==> config.mk <==
export PLATFORM = sky130hd
export DESIGN_NAME = rtp_h264_fua_packetizer
export DESIGN_NICKNAME = d
export VERILOG_FILES = /design/src/rtpfu_pkg.sv /design/src/rtpfu_cmd_fifo.sv /design/src/rtpfu_front.sv /design/src/rtpfu_emit.sv /design/src/rtp_h264_fua_packetizer.sv
export SDC_FILE = /design/constraint.sdc
export NUM_CORES = 1
export LEC_CHECK = 0
export ABC_AREA = 1
export BUFFER_PORTS_ARGS = -buffer_cell sky130_fd_sc_hd__buf_2
export CAP_MARGIN = 0
export CORE_AREA = 2 2 243 245
export DETAILED_ROUTE_END_ITERATION = 7
export DIE_AREA = 0 0 245 247
export PLACE_DENSITY = 0.63
export SLEW_MARGIN = 15
export SYNTH_ARGS = -nofsm -noshare
export SYNTH_HDL_FRONTEND = slang
export SYNTH_HIERARCHICAL = 1
export SYNTH_SLANG_ARGS = --single-unit
==> constraint.sdc <==
create_clock -name clk -period 5.7 [get_ports clk]
set_input_delay 1.14 -clock clk [delete_from_list [all_inputs] [get_ports clk]]
set_output_delay 1.14 -clock clk [all_outputs]
set_load 0.01 [all_outputs]
==> src/rtpfu_pkg.sv <==
// ----------------------------------------------------------------------------
// rtpfu_pkg
// Shared types and constants of the RTP H.264 FU-A packetizer: register
// indexes, reset values, header constants and the front-to-back command.
// ----------------------------------------------------------------------------
package rtpfu_pkg;

    // longest unit taken by default
    localparam int unsigned MAX_UNIT_BYTES_DEF = 65535;

    // command queue between front and back
    localparam int CMD_DEPTH = 4;

    // configuration register indexes
    localparam logic [1:0] REG_PAYLOAD_TYPE = 2'd0;
    localparam logic [1:0] REG_SSRC         = 2'd1;
    localparam logic [1:0] REG_TS_STEP      = 2'd2;
    localparam logic [1:0] REG_MAX_PAYLOAD  = 2'd3;

    // register reset values
    localparam logic [6:0]  PT_RESET          = 7'd96;
    localparam logic [31:0] SSRC_RESET        = 32'd10;
    localparam logic [31:0] TS_STEP_RESET     = 32'd3600;
    localparam logic [10:0] MAX_PAYLOAD_RESET = 11'd1400;

    // payload limit is used clamped to this range
    localparam logic [10:0] PAYLOAD_MIN = 11'd16;
    localparam logic [10:0] PAYLOAD_MAX = 11'd1460;

    // header constants
    localparam logic [7:0] RTP_V2_BYTE  = 8'h80;
    localparam logic [4:0] FU_A_TYPE    = 5'd28;

    // byte position within a run
    localparam int         IDX_W        = 4;
    localparam logic [3:0] LAST_SINGLE  = 4'd12;
    localparam logic [3:0] LAST_FRAG    = 4'd14;
    localparam logic [3:0] IDX_FU_IND   = 4'd12;
    localparam logic [3:0] IDX_FU_HDR   = 4'd13;

    typedef enum logic [1:0] {
        CMD_DATA,
        CMD_SINGLE,
        CMD_FRAG
    } cmd_kind_t;

    // one classified request, expanded by the back end into 1, 13 or 15 bytes
    typedef struct packed {
        cmd_kind_t   kind;
        logic        marker;
        logic [15:0] seq;
        logic [31:0] ts;
        logic [7:0]  fu_ind;
        logic [7:0]  fu_hdr;
        logic [7:0]  data;
        logic        pend;
    } cmd_t;

    // header fields that come straight from configuration
    typedef struct packed {
        logic [6:0]  payload_type;
        logic [31:0] ssrc;
    } hdr_cfg_t;

endpackage

==> src/rtpfu_cmd_fifo.sv <==
// ----------------------------------------------------------------------------
// rtpfu_cmd_fifo
// Small flop-based queue of commands between the front and the back end.
// ----------------------------------------------------------------------------
module rtpfu_cmd_fifo (
    input  logic          clk,
    input  logic          rst_n,
    input  logic          wr_en,
    input  rtpfu_pkg::cmd_t wr_cmd,
    input  logic          rd_en,
    output rtpfu_pkg::cmd_t rd_cmd,
    output logic          full,
    output logic          valid
);
    import rtpfu_pkg::*;

    localparam int PTR_W = $clog2(CMD_DEPTH);
    localparam int CNT_W = $clog2(CMD_DEPTH + 1);

    cmd_t             mem_reg [CMD_DEPTH];
    logic [PTR_W-1:0] wr_ptr_reg;
    logic [PTR_W-1:0] rd_ptr_reg;
    logic [CNT_W-1:0] count_reg;

    // status
    assign full   = (count_reg == CNT_W'(CMD_DEPTH));
    assign valid  = (count_reg != '0);
    assign rd_cmd = mem_reg[rd_ptr_reg];

    // pointers and fill count
    always_ff @(posedge clk or negedge rst_n)
    begin
        if (!rst_n)
        begin
            wr_ptr_reg <= '0;
            rd_ptr_reg <= '0;
            count_reg  <= '0;
        end
        else
        begin
            if (wr_en)
            begin
                wr_ptr_reg <= (wr_ptr_reg == PTR_W'(CMD_DEPTH - 1)) ? '0 : wr_ptr_reg + 1'b1;
            end
            if (rd_en)
            begin
                rd_ptr_reg <= (rd_ptr_reg == PTR_W'(CMD_DEPTH - 1)) ? '0 : rd_ptr_reg + 1'b1;
            end
            if (wr_en && !rd_en)
            begin
                count_reg <= count_reg + 1'b1;
            end
            else if (rd_en && !wr_en)
            begin
                count_reg <= count_reg - 1'b1;
            end
        end
    end

    // storage
    always_ff @(posedge clk)
    begin
        if (wr_en)
        begin
            mem_reg[wr_ptr_reg] <= wr_cmd;
        end
    end

endmodule

==> src/rtpfu_front.sv <==
// ----------------------------------------------------------------------------
// rtpfu_front
// Takes NAL bytes, tracks unit and fragment state, holds the configuration
// registers and turns each byte into at most one command for the back end.
// ----------------------------------------------------------------------------
module rtpfu_front #(
    parameter int unsigned MAX_UNIT_BYTES = rtpfu_pkg::MAX_UNIT_BYTES_DEF
) (
    input  logic               clk,
    input  logic               rst_n,
    input  logic               accept,
    input  logic [7:0]         nal_byte,
    input  logic               starts_unit,
    input  logic [15:0]        unit_length,
    input  logic               cfg_we,
    input  logic [1:0]         cfg_index,
    input  logic [31:0]        cfg_data,
    output rtpfu_pkg::hdr_cfg_t hdr_cfg,
    output logic               cmd_push,
    output rtpfu_pkg::cmd_t    cmd
);
    import rtpfu_pkg::*;

    logic [6:0]  pt_reg;
    logic [31:0] ssrc_reg;
    logic [31:0] ts_step_reg;
    logic [10:0] max_payload_reg;

    logic [15:0] seq_reg,   seq_next;
    logic [31:0] ts_reg,    ts_next;
    logic [15:0] left_reg,  left_next;
    logic [10:0] fill_reg,  fill_next;
    logic [7:0]  hdr_reg,   hdr_next;
    logic        frag_reg,  frag_next;
    logic        first_reg, first_next;

    logic [10:0] mp;
    logic [15:0] len_raw;
    logic [15:0] len;
    logic [31:0] ts_sum;
    logic [15:0] left_dec;
    logic [10:0] fill_inc;
    logic        last_frag;

    assign hdr_cfg.payload_type = pt_reg;
    assign hdr_cfg.ssrc         = ssrc_reg;

    // clamp the payload limit and the unit length
    always_comb
    begin
        if (max_payload_reg < PAYLOAD_MIN)
        begin
            mp = PAYLOAD_MIN;
        end
        else if (max_payload_reg > PAYLOAD_MAX)
        begin
            mp = PAYLOAD_MAX;
        end
        else
        begin
            mp = max_payload_reg;
        end
        len_raw = (unit_length == 16'd0) ? 16'd1 : unit_length;
        len     = ({16'd0, len_raw} > 32'(MAX_UNIT_BYTES)) ? 16'(MAX_UNIT_BYTES) : len_raw;
    end

    assign ts_sum    = ts_reg + ts_step_reg;
    assign left_dec  = left_reg - 16'd1;
    assign fill_inc  = fill_reg + 11'd1;
    assign last_frag = (left_reg <= {5'd0, mp});

    // classify the byte and work out the next unit state
    always_comb
    begin
        seq_next   = seq_reg;
        ts_next    = ts_reg;
        left_next  = left_reg;
        fill_next  = fill_reg;
        hdr_next   = hdr_reg;
        frag_next  = frag_reg;
        first_next = first_reg;
        cmd_push   = 1'b0;
        cmd.kind   = CMD_DATA;
        cmd.marker = 1'b0;
        cmd.seq    = seq_reg;
        cmd.ts     = ts_reg;
        cmd.fu_ind = {hdr_reg[7:5], FU_A_TYPE};
        cmd.fu_hdr = {first_reg, last_frag, 1'b0, hdr_reg[4:0]};
        cmd.data   = nal_byte;
        cmd.pend   = 1'b0;
        if (accept)
        begin
            if (starts_unit)
            begin
                ts_next   = ts_sum;
                hdr_next  = nal_byte;
                fill_next = 11'd0;
                left_next = len - 16'd1;
                if (len <= {5'd0, mp})
                begin
                    // unit fits in one packet
                    frag_next  = 1'b0;
                    first_next = 1'b0;
                    cmd_push   = 1'b1;
                    cmd.kind   = CMD_SINGLE;
                    cmd.marker = 1'b1;
                    cmd.ts     = ts_sum;
                    cmd.pend   = (len == 16'd1);
                    seq_next   = seq_reg + 16'd1;
                end
                else
                begin
                    // header byte kept for the FU-A fields
                    frag_next  = 1'b1;
                    first_next = 1'b1;
                end
            end
            else if (left_reg != 16'd0)
            begin
                left_next = left_dec;
                cmd_push  = 1'b1;
                if (frag_reg)
                begin
                    cmd.pend = (left_dec == 16'd0) || (fill_inc >= mp);
                    if (fill_reg == 11'd0)
                    begin
                        // fragment opens with its own headers
                        cmd.kind   = CMD_FRAG;
                        cmd.marker = last_frag;
                        seq_next   = seq_reg + 16'd1;
                        first_next = 1'b0;
                    end
                    fill_next = cmd.pend ? 11'd0 : fill_inc;
                    if (left_dec == 16'd0)
                    begin
                        frag_next = 1'b0;
                    end
                end
                else
                begin
                    cmd.pend = (left_dec == 16'd0);
                end
            end
        end
    end

    // unit state and configuration registers
    always_ff @(posedge clk or negedge rst_n)
    begin
        if (!rst_n)
        begin
            pt_reg          <= PT_RESET;
            ssrc_reg        <= SSRC_RESET;
            ts_step_reg     <= TS_STEP_RESET;
            max_payload_reg <= MAX_PAYLOAD_RESET;
            seq_reg         <= '0;
            ts_reg          <= '0;
            left_reg        <= '0;
            fill_reg        <= '0;
            hdr_reg         <= '0;
            frag_reg        <= 1'b0;
            first_reg       <= 1'b0;
        end
        else
        begin
            seq_reg   <= seq_next;
            ts_reg    <= ts_next;
            left_reg  <= left_next;
            fill_reg  <= fill_next;
            hdr_reg   <= hdr_next;
            frag_reg  <= frag_next;
            first_reg <= first_next;
            if (cfg_we)
            begin
                case (cfg_index)
                    REG_PAYLOAD_TYPE: pt_reg          <= cfg_data[6:0];
                    REG_SSRC:         ssrc_reg        <= cfg_data;
                    REG_TS_STEP:      ts_step_reg     <= cfg_data;
                    REG_MAX_PAYLOAD:  max_payload_reg <= cfg_data[10:0];
                    default:          pt_reg          <= pt_reg;
                endcase
            end
        end
    end

endmodule

==> src/rtpfu_emit.sv <==
// ----------------------------------------------------------------------------
// rtpfu_emit
// Expands queued commands into packet bytes, one byte per cycle, into an
// output register that the consumer pops; a byte left unpopped stalls it.
// ----------------------------------------------------------------------------
module rtpfu_emit (
    input  logic                clk,
    input  logic                rst_n,
    input  rtpfu_pkg::cmd_t     cmd,
    input  logic                cmd_valid,
    input  rtpfu_pkg::hdr_cfg_t hdr_cfg,
    input  logic                pop,
    output logic                cmd_pop,
    output logic                empty,
    output logic [7:0]          packet_byte,
    output logic                packet_end,
    output logic                run_end
);
    import rtpfu_pkg::*;

    logic             out_valid_reg;
    logic [IDX_W-1:0] idx_reg;
    logic [7:0]       byte_reg;
    logic             pend_reg;
    logic             run_end_reg;

    logic [IDX_W-1:0] last_idx;
    logic             at_last;
    logic             advance;
    logic             load;
    logic [7:0]       byte_sel;

    // position of the final byte of this command
    always_comb
    begin
        case (cmd.kind)
            CMD_SINGLE: last_idx = LAST_SINGLE;
            CMD_FRAG:   last_idx = LAST_FRAG;
            default:    last_idx = '0;
        endcase
    end

    assign at_last = (idx_reg == last_idx);
    assign advance = !out_valid_reg || pop;
    assign load    = advance && cmd_valid;
    assign cmd_pop = load && at_last;

    // header byte mux
    always_comb
    begin
        case (idx_reg)
            4'd0:       byte_sel = RTP_V2_BYTE;
            4'd1:       byte_sel = {cmd.marker, hdr_cfg.payload_type};
            4'd2:       byte_sel = cmd.seq[15:8];
            4'd3:       byte_sel = cmd.seq[7:0];
            4'd4:       byte_sel = cmd.ts[31:24];
            4'd5:       byte_sel = cmd.ts[23:16];
            4'd6:       byte_sel = cmd.ts[15:8];
            4'd7:       byte_sel = cmd.ts[7:0];
            4'd8:       byte_sel = hdr_cfg.ssrc[31:24];
            4'd9:       byte_sel = hdr_cfg.ssrc[23:16];
            4'd10:      byte_sel = hdr_cfg.ssrc[15:8];
            4'd11:      byte_sel = hdr_cfg.ssrc[7:0];
            IDX_FU_IND: byte_sel = cmd.fu_ind;
            IDX_FU_HDR: byte_sel = cmd.fu_hdr;
            default:    byte_sel = cmd.data;
        endcase
    end

    // output valid and byte position
    always_ff @(posedge clk or negedge rst_n)
    begin
        if (!rst_n)
        begin
            out_valid_reg <= 1'b0;
            idx_reg       <= '0;
        end
        else
        begin
            if (load)
            begin
                out_valid_reg <= 1'b1;
                idx_reg       <= at_last ? '0 : idx_reg + 1'b1;
            end
            else if (pop)
            begin
                out_valid_reg <= 1'b0;
            end
        end
    end

    // output payload
    always_ff @(posedge clk)
    begin
        if (load)
        begin
            byte_reg    <= at_last ? cmd.data : byte_sel;
            pend_reg    <= at_last && cmd.pend;
            run_end_reg <= at_last;
        end
    end

    assign empty       = !out_valid_reg;
    assign packet_byte = byte_reg;
    assign packet_end  = pend_reg;
    assign run_end     = run_end_reg;

endmodule

==> src/rtp_h264_fua_packetizer.sv <==
// ----------------------------------------------------------------------------
// rtp_h264_fua_packetizer
// H.264 NAL unit to RTP packetizer with single-unit packets and FU-A
// fragmentation, byte-wide queue interfaces on both sides.
// ----------------------------------------------------------------------------
// results pass the command queue and output register; throughput: one NAL byte
//   per cycle while the queue is not full; a packet-opening byte occupies the
//   back end for 13 (single unit) or 15 (FU-A fragment) bytes, one byte per
//   cycle as popped; a four-entry command queue lets the front take bytes meanwhile
// reset: asynchronous, active low; clears unit state and restores register defaults
module rtp_h264_fua_packetizer #(
    parameter int unsigned MAX_UNIT_BYTES = rtpfu_pkg::MAX_UNIT_BYTES_DEF
) (
    input  logic        clk,
    input  logic        rst_n,
    input  logic        push,
    output logic        full,
    input  logic [7:0]  nal_byte,
    input  logic        starts_unit,
    input  logic [15:0] unit_length,
    output logic        empty,
    input  logic        pop,
    output logic [7:0]  packet_byte,
    output logic        packet_end,
    output logic        run_end,
    input  logic        cfg_we,
    input  logic [1:0]  cfg_index,
    input  logic [31:0] cfg_data
);
    import rtpfu_pkg::*;

    logic     accept;
    logic     cmd_push;
    cmd_t     cmd_in;
    cmd_t     cmd_out;
    logic     cmd_valid;
    logic     cmd_pop;
    hdr_cfg_t hdr_cfg;

    // request accepted
    assign accept = push && !full;

    // front end: classify bytes
    rtpfu_front #(
        .MAX_UNIT_BYTES (MAX_UNIT_BYTES)
    ) u_front (
        .clk         (clk),
        .rst_n       (rst_n),
        .accept      (accept),
        .nal_byte    (nal_byte),
        .starts_unit (starts_unit),
        .unit_length (unit_length),
        .cfg_we      (cfg_we),
        .cfg_index   (cfg_index),
        .cfg_data    (cfg_data),
        .hdr_cfg     (hdr_cfg),
        .cmd_push    (cmd_push),
        .cmd         (cmd_in)
    );

    // command queue
    rtpfu_cmd_fifo u_fifo (
        .clk    (clk),
        .rst_n  (rst_n),
        .wr_en  (cmd_push),
        .wr_cmd (cmd_in),
        .rd_en  (cmd_pop),
        .rd_cmd (cmd_out),
        .full   (full),
        .valid  (cmd_valid)
    );

    // back end: byte serializer
    rtpfu_emit u_emit (
        .clk         (clk),
        .rst_n       (rst_n),
        .cmd         (cmd_out),
        .cmd_valid   (cmd_valid),
        .hdr_cfg     (hdr_cfg),
        .pop         (pop),
        .cmd_pop     (cmd_pop),
        .empty       (empty),
        .packet_byte (packet_byte),
        .packet_end  (packet_end),
        .run_end     (run_end)
    );

endmodule

* Word-level counts from Yosys, hierarchy flattened
Memories as Yosys holds them, arrays and structs flattened.
Cells that the tools add are included.
** Operators by class
- Equality and inequality tests :: 24
- Order comparisons :: 5
- Reduce and logical (&&, ||, !) cells :: 33
- Add/subtract/negate cells :: 10
- Muxes and demuxes :: 53
** Operator list (count)
- $mux W16 :: 8
- $pmux W8 S14 :: 1
- $mux W32 :: 3
- $mux W11 :: 6
- $add A32 B32 Y32 :: 1
- $le A16 B11 Y1 :: 2
- $logic_not A16 Y1 :: 2
- $sub A16 B1 Y16 const B :: 2
- $eq A4 B4 Y1 const B :: 6
- $mux W1 :: 22
- $mux W3 :: 7
- $add A16 B1 Y16 const B :: 1
- $eq A16 B1 Y1 const B :: 1
- $eq A4 B3 Y1 const B :: 4
- $reduce_bool A16 Y1 :: 1
- $reduce_and A2 Y1 :: 6
- $add A11 B1 Y11 const B :: 1
- $ge A11 B11 Y1 :: 1
- $gt A11 B11 Y1 const B :: 1
- $logic_not A11 Y1 :: 1
- $lt A11 B5 Y1 const B :: 1
- $eq A2 B2 Y1 const B :: 5
- $reduce_bool A2 Y1 :: 5
- $eq A4 B2 Y1 const B :: 2
- 22 further kinds :: 35
** Storage, ports and cells
- Word-level logic and storage cells :: 145
- Memories kept :: 1
- Output and inout bits :: 12
- Bits in registers :: 189
- RAM bits :: 280
- Bits of input ports :: 64
** Memory list
- u_fifo.mem_reg :: words 4, width 70, rd ports 1, clocked after memory_dff 0, write ports 1, line rtpfu_cmd_fifo.sv:20 : cmd_t mem_reg [CMD_DEPTH];

* Depth between registers and ports, before layout
Gate-level depths: netlist of run 1.
- Depth after elaboration :: 11
- Mapped depth :: 27
- Mapped depth without buffers :: 27

* By module
The synthesis of run 1 kept the hierarchy.
** Modules (own cells, without submodules)
- rtpfu_cmd_fifo :: area each 12428.2 um^2, times used 1, cells an instance 940, seq. area each 9303.9 um^2
- rtpfu_front :: area each 11168.2 um^2, times used 1, cells an instance 1557, seq. area each 4196.5 um^2
- rtpfu_emit :: area each 2102.0 um^2, times used 1, cells an instance 368, seq. area each 425.4 um^2
- rtp_h264_fua_packetizer :: area each 10.0 um^2, times used 1, cells an instance 2, seq. area each 0.0 um^2

* Worst setup path before layout of run 1
Ideal clock, no wire load.
- Path type :: input to register
- Start point :: input unit_length[13]
- End point :: memory u_fifo/mem_reg[1][0] (netlist bit), enable pin
- Arrival time :: 4158 ps
- Stages on the path :: 16
- Setup time :: 430 ps
- Path buffers :: 0
- Setup slack :: 1112 ps
- Data required time :: 5270 ps
- Cell sequence :: inv_1 -> nand2_1 -> nor2_1 -> nand2_1 -> nor2_1 -> nand2_1 -> nand2_2 -> inv_1 -> ha_1 -> nand4_1 -> a21boi_1 -> nand2_1 -> nand2_1 -> inv_1 -> nand2_1 -> inv_1
** On the way
- Cells in the longest elaborated chain, start to end :: 8
** RTL lines
- start: declaration :: line rtp_h264_fua_packetizer.sv:20 : input logic [15:0] unit_length,
- $logic_not A16 Y1 :: line rtpfu_front.sv:63 : len_raw = (unit_length == 16'd0) ? 16'd1 : unit_length;
- $mux W16 (*) :: line rtpfu_front.sv:63
- $le A16 B11 Y1 (*) :: line rtpfu_front.sv:99 : if (len <= {5'd0, mp})
- $mux W1 (*) :: line rtpfu_front.sv:99
- $mux W1 (*) :: line rtpfu_front.sv:93 : if (starts_unit)
- $mux W1 (*) :: line rtpfu_front.sv:91 : if (accept)
- named net cmd_push :: line rtp_h264_fua_packetizer.sv:33 : logic cmd_push;
- $mux W1 (*) :: line rtpfu_cmd_fifo.sv:63 : if (wr_en)
- $mux W1 (implied by the code) (*) :: line rtpfu_cmd_fifo.sv:65 : mem_reg[wr_ptr_reg] <= wr_cmd;
- end: declaration :: line rtpfu_cmd_fifo.sv:20
The timed path passes the listed nets; every way through them passes the cells marked *.

* Worst setup path after layout of run 1
- Start point :: register u_front.max_payload_reg[0]
- End point :: memory u_fifo/mem_reg[1][12] (netlist bit), enable pin
** On the way
- Cells in the longest elaborated chain, start to end :: 9
- Elaborated cells on any way between the ends :: 10
- Classes of those cells :: order compare: 3; mux: 7
** RTL lines
- start: declaration :: line rtpfu_front.sv:27 : logic [10:0] max_payload_reg;
- start signal: assignment :: line rtpfu_front.sv:179 : REG_MAX_PAYLOAD: max_payload_reg <= cfg_data[10:0];
- $gt A11 B11 Y1 :: line rtpfu_front.sv:55 : else if (max_payload_reg > PAYLOAD_MAX)
- $mux W11 :: line rtpfu_front.sv:55
- $mux W11 (*) :: line rtpfu_front.sv:51 : if (max_payload_reg < PAYLOAD_MIN)
- $le A16 B11 Y1 (*) :: line rtpfu_front.sv:99
- $mux W1 (*) :: line rtpfu_front.sv:99
- $mux W1 (*) :: line rtpfu_front.sv:93
- $mux W1 (*) :: line rtpfu_front.sv:91
- named net cmd_push :: line rtp_h264_fua_packetizer.sv:33
- $mux W1 (*) :: line rtpfu_cmd_fifo.sv:63
- $mux W1 (implied by the code) (*) :: line rtpfu_cmd_fifo.sv:65
Marked as above.

==> metrics, run 1 <==
Root Driver=clkbuf_16; post-synth cell types=51; first-pass GRT wire length=105 mm; CP bufs+invs=4; CP cell instances=o21a_1, o211ai_1, nand2_1, nand2_1, inv_1, nor3_1, ha_1, nand2_1, nor3_1, nand4_1, a21boi_1, nand2_1, nand2_1, inv_1, nand2_1, clkinv_2, buf_12; WP data required=5.98 ns; hold_buf cts=0; drt via density=5.28; mean area per synthesized cell=8.97 µm²; max-cap viol count=0; post-route setup TNS=0 ns; r2r setup slk=approximately 1.5 ns; sequential share of the synthesized area=0.542; peak supply drop=~0.32 mV; worst-margin pin slew=around 1.1 ns; Critical Path End Type=flip-flop; first-pass iteration count of the detailed router=5; #FFs+latches synth=493; Starting Density=0.441; Chip Width=between 200 and 250 µm; Synth async-reset ratio=0.363; die area=60,500 µm²; hpwl dp=45.2 mm; NumNets Final=3,027; Hold Crit Class=flip-flop to flip-flop; synth-to-layout area growth=9.73%; GRT Overall Usage=0.224; vias=19,500; setup repair bufs after CTS=0; Worst path slowest cell=nor3_1; Die Ht=247 µm; Routed Antenna Nets=0; hold wc startpoint=u_front/ssrc_reg[18]$_DFFE_PN0P_; delay of the slowest cell on the worst path=0.52 ns; outcome=completed; Setup Crit Path Kind=flip-flop to flip-flop; crit path time final=4.21 ns; CP arrival=4.48 ns; Setup Viol. Count Final=0; Worst Skew=~0.014 ns; pin count of the biggest net entering global routing=approximately 160; Final Cycle Share=0.738; initial antenna violation count=0; gr ovfl total=0; clk sinks=about 500; Final Hold Viols=0; EDFF count, synth=314; number of diodes=0; WHS=0.488 ns; r2r startpoint=u_front/max_payload_reg[0]$_DFFE_PN0P_; Top-Level Pins=76; vias in the first global route=18,700; Mapped Cells=2,867; Top cell by count, worst path=nand2_1; Reg2Reg Depth=17; Placeable Area=around 58,000 µm²; Initial DRC Count=1,582; Worst slew margin=0.280; Worst Hold Depth=2; mapped cell area=25,700 µm²; H-tree depth=2; total number of yosys warnings=6; # rows=~90; cell leakage power=12.7 nW; Clock Path Buffers=3; share of cells above drive strength 1=0.0832; Routed wire per std cell=between 15 and 20 µm; Post-DP Area=26,500 µm²; Design Area, Final=about 28,000 µm²; critical path launch point type=flip-flop; final core occ=0.484; Fmax=238 MHz; number of flip-flops under the largest register name=~300; pwr dens=492 nW/µm²; Post-synth top flop=edfxtp_1; CTS buffer count=52; Reg-to-Reg End=u_fifo/mem_reg[1][12]$_DFFE_PP_; TritonCTS clock tree=done; crit-path max FO=56; CTS resizes=0; unrepaired setup endpoints after global routing=no; Pins Over Slew Limit=0; Worst Hold End=u_front/ssrc_reg[18]$_DFFE_PN0P_; Clock Latency Late Sink=0.59 ns; IO buf count=75; DRC=0; clk slew on worst S/H paths=~0.060 ns; CP top delay family=simple AND/OR/NAND/NOR gates; routability cong.=0.938; WL final=66.9 mm
-- cell usage in the layout (no fill, tap or decap), types with 5 or more instances in the layout --
cell type	n
o211ai_1	159
clkbuf_16	53
nand3_2	7
clkinv_2	10
a21o_1	9
edfxtp_1	314
o21ai_0	186
ha_1	82
nor2_2	11
xnor2_1	12
o21a_1	7
buf_4	18
xor2_1	40
nand2_1	796
dfrtp_1	164
inv_1	395
buf_2	74
nand3_1	87
dfstp_2	14
nand4_1	76
nor3_1	33
o21ai_1	13
nor4_1	8
clkbuf_8	5
inv_2	9
a21oi_1	69
clkinv_1	6
nand2_2	8
clkbuf_1	14
nor2_1	179
o21bai_1	5
conb_1	6
-- worst max-delay path by stage --
stage                                           startpoint                               to  slack, ns  cells after the start
floorplan                                  unit_length[13]   u_fifo/mem_reg[1][0]$_DFFE_PP_       1.11                     16
global placement                           unit_length[11]  u_fifo/mem_reg[1][10]$_DFFE_PP_       0.95                     23
detailed placement                          unit_length[9]  u_fifo/mem_reg[1][19]$_DFFE_PP_       0.99                     23
CTS                 u_front/max_payload_reg[0]$_DFFE_PN0P_  u_fifo/mem_reg[1][14]$_DFFE_PP_       1.54                     17
global route                                unit_length[9]   u_fifo/mem_reg[1][6]$_DFFE_PP_       1.20                     23
finish              u_front/max_payload_reg[0]$_DFFE_PN0P_  u_fifo/mem_reg[1][12]$_DFFE_PP_       1.49                     17
-- cells in the mapped netlist (all sizes together), types with 2 or more instances --
| cell | count | area share |
|---|---|---|
| nand3b | 4 | 0.0012 |
| a31oi | 2 | 0.00049 |
| nor4 | 8 | 0.0019 |
| o21a | 7 | 0.0020 |
| clkbuf | 50 | 0.0073 |
| nand2 | 806 | 0.12 |
| fa | 2 | 0.0016 |
| conb | 2 | 0.00029 |
| nand3 | 94 | 0.019 |
| a21oi | 71 | 0.014 |
| o21bai | 5 | 0.0015 |
| dfstp | 14 | 0.014 |
| o22ai | 2 | 0.00049 |
| nor2 | 194 | 0.030 |
| buf | 93 | 0.023 |
| nor3 | 35 | 0.0072 |
| nand4 | 77 | 0.019 |
| dfrtp | 165 | 0.16 |
| xnor2 | 12 | 0.0041 |
| a21o | 9 | 0.0026 |
| a21boi | 2 | 0.00073 |
| xor2 | 40 | 0.014 |
| or2 | 2 | 0.00049 |
| o211ai | 159 | 0.046 |
| ha | 82 | 0.040 |
| edfxtp | 314 | 0.37 |
| inv | 410 | 0.060 |
| o21ai | 200 | 0.039 |
-- worst register-to-register path, cell delays in order (launching register included) --
cell      delay (ns)
dfrtp_1         0.39
o21a_1          0.19
o211ai_1        0.16
nand2_1         0.07
nand2_1         0.13
inv_1           0.12
nor3_1          0.52
ha_1            0.35
nand2_1         0.08
nor3_1          0.05
nand4_1         0.08
a21boi_1        0.42
nand2_1         0.16
nand2_1         0.09
inv_1           0.15
nand2_1         0.12
clkinv_2        0.35
buf_12          0.37
-- cells by family after synthesis --
group | after synthesis | share of synthesized area
AO/OA/AOI/OAI | 461 | 0.109
XOR/XNOR | 52 | 0.0177
adder cells (fa/ha/maj) | 84 | 0.0415
buffers and inverters | 553 | 0.0905
flip-flops | 493 | 0.542
other | 2 | 0.000292
AND/OR/NAND/NOR | 1222 | 0.199
-- report_power, final --
group | total (W) | switching [W] | internal [W]
sequential | 0.00521 | 0.000488 | 0.00472
clock | 0.00335 | 0.00140 | 0.00195
combinational | 0.00531 | 0.00377 | 0.00154
-- per-layer routing --
layer | track usage | wire [µm] | vias to the layer above
li1 | - | - | 9514
met1 | 0.313 | 30800 | 9282
met3 | 0.0417 | 4360 | 110
met4 | 0.0615 | 1570 | 0
met2 | 0.356 | 30100 | 583
met5 | 0 | 0 | -
-- stage by stage --
step                      cells  setup WS, ns  power (W)
after CTS                  3693          1.54     0.0139
after detailed placement   3598         0.992     0.0105
after global routing       3693          1.20     0.0148
after floorplan            2871          1.11    0.00893
after global placement     3598         0.946     0.0104
final                      3693          1.49     0.0139
-- area by class of cell --
type	instances	area, µm²
Multi-Input combinational cell	1825	9490
Clock inverter	24	245
Tap cell	773	967
Sequential cell	493	13900
Fill cell	5419	30000
Timing Repair Buffer	97	599
Clock buffer	71	1430
Inverter	410	1550
Power figures use the tool's default switching activity.
==> inputs of run 2 (changes only) <==
==> constraint.sdc (replaced) <==
create_clock -name clk -period 3.9 [get_ports clk]
set_input_delay 0.78 -clock clk [delete_from_list [all_inputs] [get_ports clk]]
set_output_delay 0.78 -clock clk [all_outputs]
set_load 0.01 [all_outputs]
==> metrics, run 2 (synthesis results as in run 1) <==
Worst Skew=0.0294 ns (was 0.0142 ns); number of flip-flops under the largest register name=304 (unchanged); setup ws final=0.365 ns (was 1.49 ns); Routed Antenna Nets=0 (unchanged); Setup Slack @ Placement=0.183 ns (was 0.992 ns); DRC=0 (unchanged); worst-margin pin slew=1.21 ns (was 1.08 ns); Initial DRC Count=1,670 (was 1,582); post-route setup TNS=0 ns (unchanged); commonest non-fill, non-tap cell in the layout=nand2_1 (unchanged); vias=19,800 (was 19,500); synth-to-layout area growth=11.5% (was 9.73%); Reg-to-Reg End=u_fifo/mem_reg[0][25]$_DFFE_PP_ (was u_fifo/mem_reg[1][12]$_DFFE_PP_); Final Hold Viols=0 (unchanged); total area of sequential cells=13,900 µm² (unchanged); Clock Latency Late Sink=0.63 ns (was 0.59 ns); WP data required=4.26 ns (was 5.98 ns); pwr dens=721 nW/µm² (was 492 nW/µm²); WL final=67.6 mm (was 66.9 mm); max-cap viol count=0 (unchanged); multi-input combinational cell area=9500 µm² (was 9490 µm²); Placeable Area=58,200 µm² (unchanged); Starting Density=0.441 (unchanged); Worst slew margin=0.192 (was 0.280); r2r setup slk=0.36 ns (was 1.49 ns); first-pass iteration count of the detailed router=6 (was 5); NumNets Final=3,049 (was 3,027); Pins Over Slew Limit=0 (unchanged); # fillers=5,384 (was 5,419); Die Ht=247 µm (unchanged); gr ovfl total=0 (unchanged); TritonCTS clock tree=done (unchanged); Clock Path Buffers=3 (unchanged); IO buf count=75 (unchanged); r2r startpoint=u_front/max_payload_reg[0]$_DFFE_PN0P_ (unchanged); crit path time final=3.54 ns (was 4.21 ns); pin count of the biggest net entering global routing=270 (was 157); Design Area, Final=28,700 µm² (was 28,200 µm²); Chip Width=245 µm (unchanged); # rows=89 (unchanged); outcome=completed (unchanged); CTS buffer count=53 (was 52); peak supply drop=0.573 mV (was 0.325 mV); clk sinks=493 (unchanged); Fmax=283 MHz (was 238 MHz); Hold Crit Class=input port to async pin (was flip-flop to flip-flop); H-tree depth=2 (unchanged); commonest non-fill, non-tap cells in the layout=nand2_1, inv_1, edfxtp_1 (unchanged); Reg2Reg Depth=19 (was 17); number of diodes=0 (unchanged); Root Driver=clkbuf_16 (unchanged); WHS=0.272 ns (was 0.488 ns); vias in the first global route=19,000 (was 18,700); unrepaired setup endpoints after global routing=no (unchanged); Setup Crit Path Kind=flip-flop to flip-flop (unchanged); share of cells above drive strength 1=0.0951 (was 0.0832); Setup Viol. Count Final=0 (unchanged); drt via density=5.32 (was 5.28); initial antenna violation count=0 (unchanged); die area=60,500 µm² (unchanged); GRT Overall Usage=0.223 (was 0.224); CP arrival=3.90 ns (was 4.48 ns); crit-path max FO=12 (was 56); routability cong.=0.943 (was 0.938); critical path launch point type=flip-flop (unchanged); Top-Level Pins=76 (unchanged); cell leakage power=12.9 nW (was 12.7 nW); first-pass GRT wire length=105 mm (about the same); Post-DP Area=26,700 µm² (was 26,500 µm²); clk slew on worst S/H paths=0.06 ns (about the same); Critical Path End Type=flip-flop (unchanged); hpwl dp=45.9 mm (was 45.2 mm); Routed wire per std cell=18.2 µm (was 18.1 µm); Final Cycle Share=0.906 (was 0.738)
## run 2: changes by cell type in the layout (fill, tap and decap cells not counted), sizes merged
cell / previous run / this run
buf: 96 / 114
clkbuf: 72 / 81
clkinv: 20 / 13
clkinvlp: 4 / 7
inv: 406 / 408
## run 2: cell type report
| type | instances | area share |
|---|---|---|
| sequential | 493 | 0.486 |
| multi-input combinational | 1825 | 0.332 |
| inverter | 410 | 0.0545 |
| clock buffer | 77 | 0.0530 |
| tap | 773 | 0.0338 |
| timing repair buffer | 118 | 0.0312 |
| clock inverter | 22 | 0.00987 |
## run 2: how the worst max path moves through the flow
stage	startpoint	endpoint	slack [ns]	cells past startpoint
after global routing	u_front/max_payload_reg[0]$_DFFE_PN0P_	u_fifo/count_reg[2]$_DFFE_PN0P_	0.03	23
after global placement	unit_length[11]	u_fifo/count_reg[1]$_DFFE_PN0P_	0.21	25
final	u_front/max_payload_reg[0]$_DFFE_PN0P_	u_fifo/mem_reg[0][25]$_DFFE_PP_	0.36	19
after floorplan	unit_length[9]	u_fifo/mem_reg[3][0]$_DFFE_PP_	0.01	21
after CTS	u_front/max_payload_reg[0]$_DFFE_PN0P_	u_fifo/mem_reg[0][25]$_DFFE_PP_	0.22	18
after detailed placement	unit_length[9]	u_fifo/count_reg[1]$_DFFE_PN0P_	0.18	25
## run 2: stage by stage
stage	instances	power (W)	utilization
global placement	3613	0.0153	0.459
CTS	3712	0.0206	0.490
finish	3718	0.0207	0.492
detailed placement	3613	0.0155	0.459
floorplan	2871	0.0131	-
global route	3718	0.0220	0.492
## run 2: what timing repair did
item / in CTS / in global routing
hold buffers: 0 / 0
gates resized for setup: 0 / 3
buffers inserted: 0 / 3
endpoints found under the setup margin: 0 / 131
## run 2: worst max-delay path, stage by stage (launching register included)
cell and delay, ns:
dfrtp_1 0.39, o21a_1 0.19, o211ai_1 0.16, nand2_1 0.07
nand2_1 0.14, inv_1 0.12, nor2_1 0.27, ha_1 0.30
nand2_1 0.11, nor2_1 0.06, nor3_1 0.17, nand2_1 0.09
nand2_1 0.08, a21boi_2 0.08, buf_4 0.18, nor2_4 0.12
buf_12 0.16, inv_2 0.04, buf_4 0.17, o21ai_0 0.37
## run 2: power breakdown
group | internal (W) | total [W] | switching, W
logic | 0.00234 | 0.00790 | 0.00556
clock network | 0.00300 | 0.00512 | 0.00213
registers | 0.00690 | 0.00764 | 0.000736
## run 2: routing by layer
| layer | vias up | track usage | share of wire |
|---|---|---|---|
| li1 | 9566 | - | - |
| met2 | 582 | 0.366 | 0.46 |
| met4 | 0 | 0.0560 | 0.020 |
| met1 | 9530 | 0.313 | 0.46 |
| met3 | 86 | 0.0287 | 0.058 |
| met5 | - | 0 | 0 |
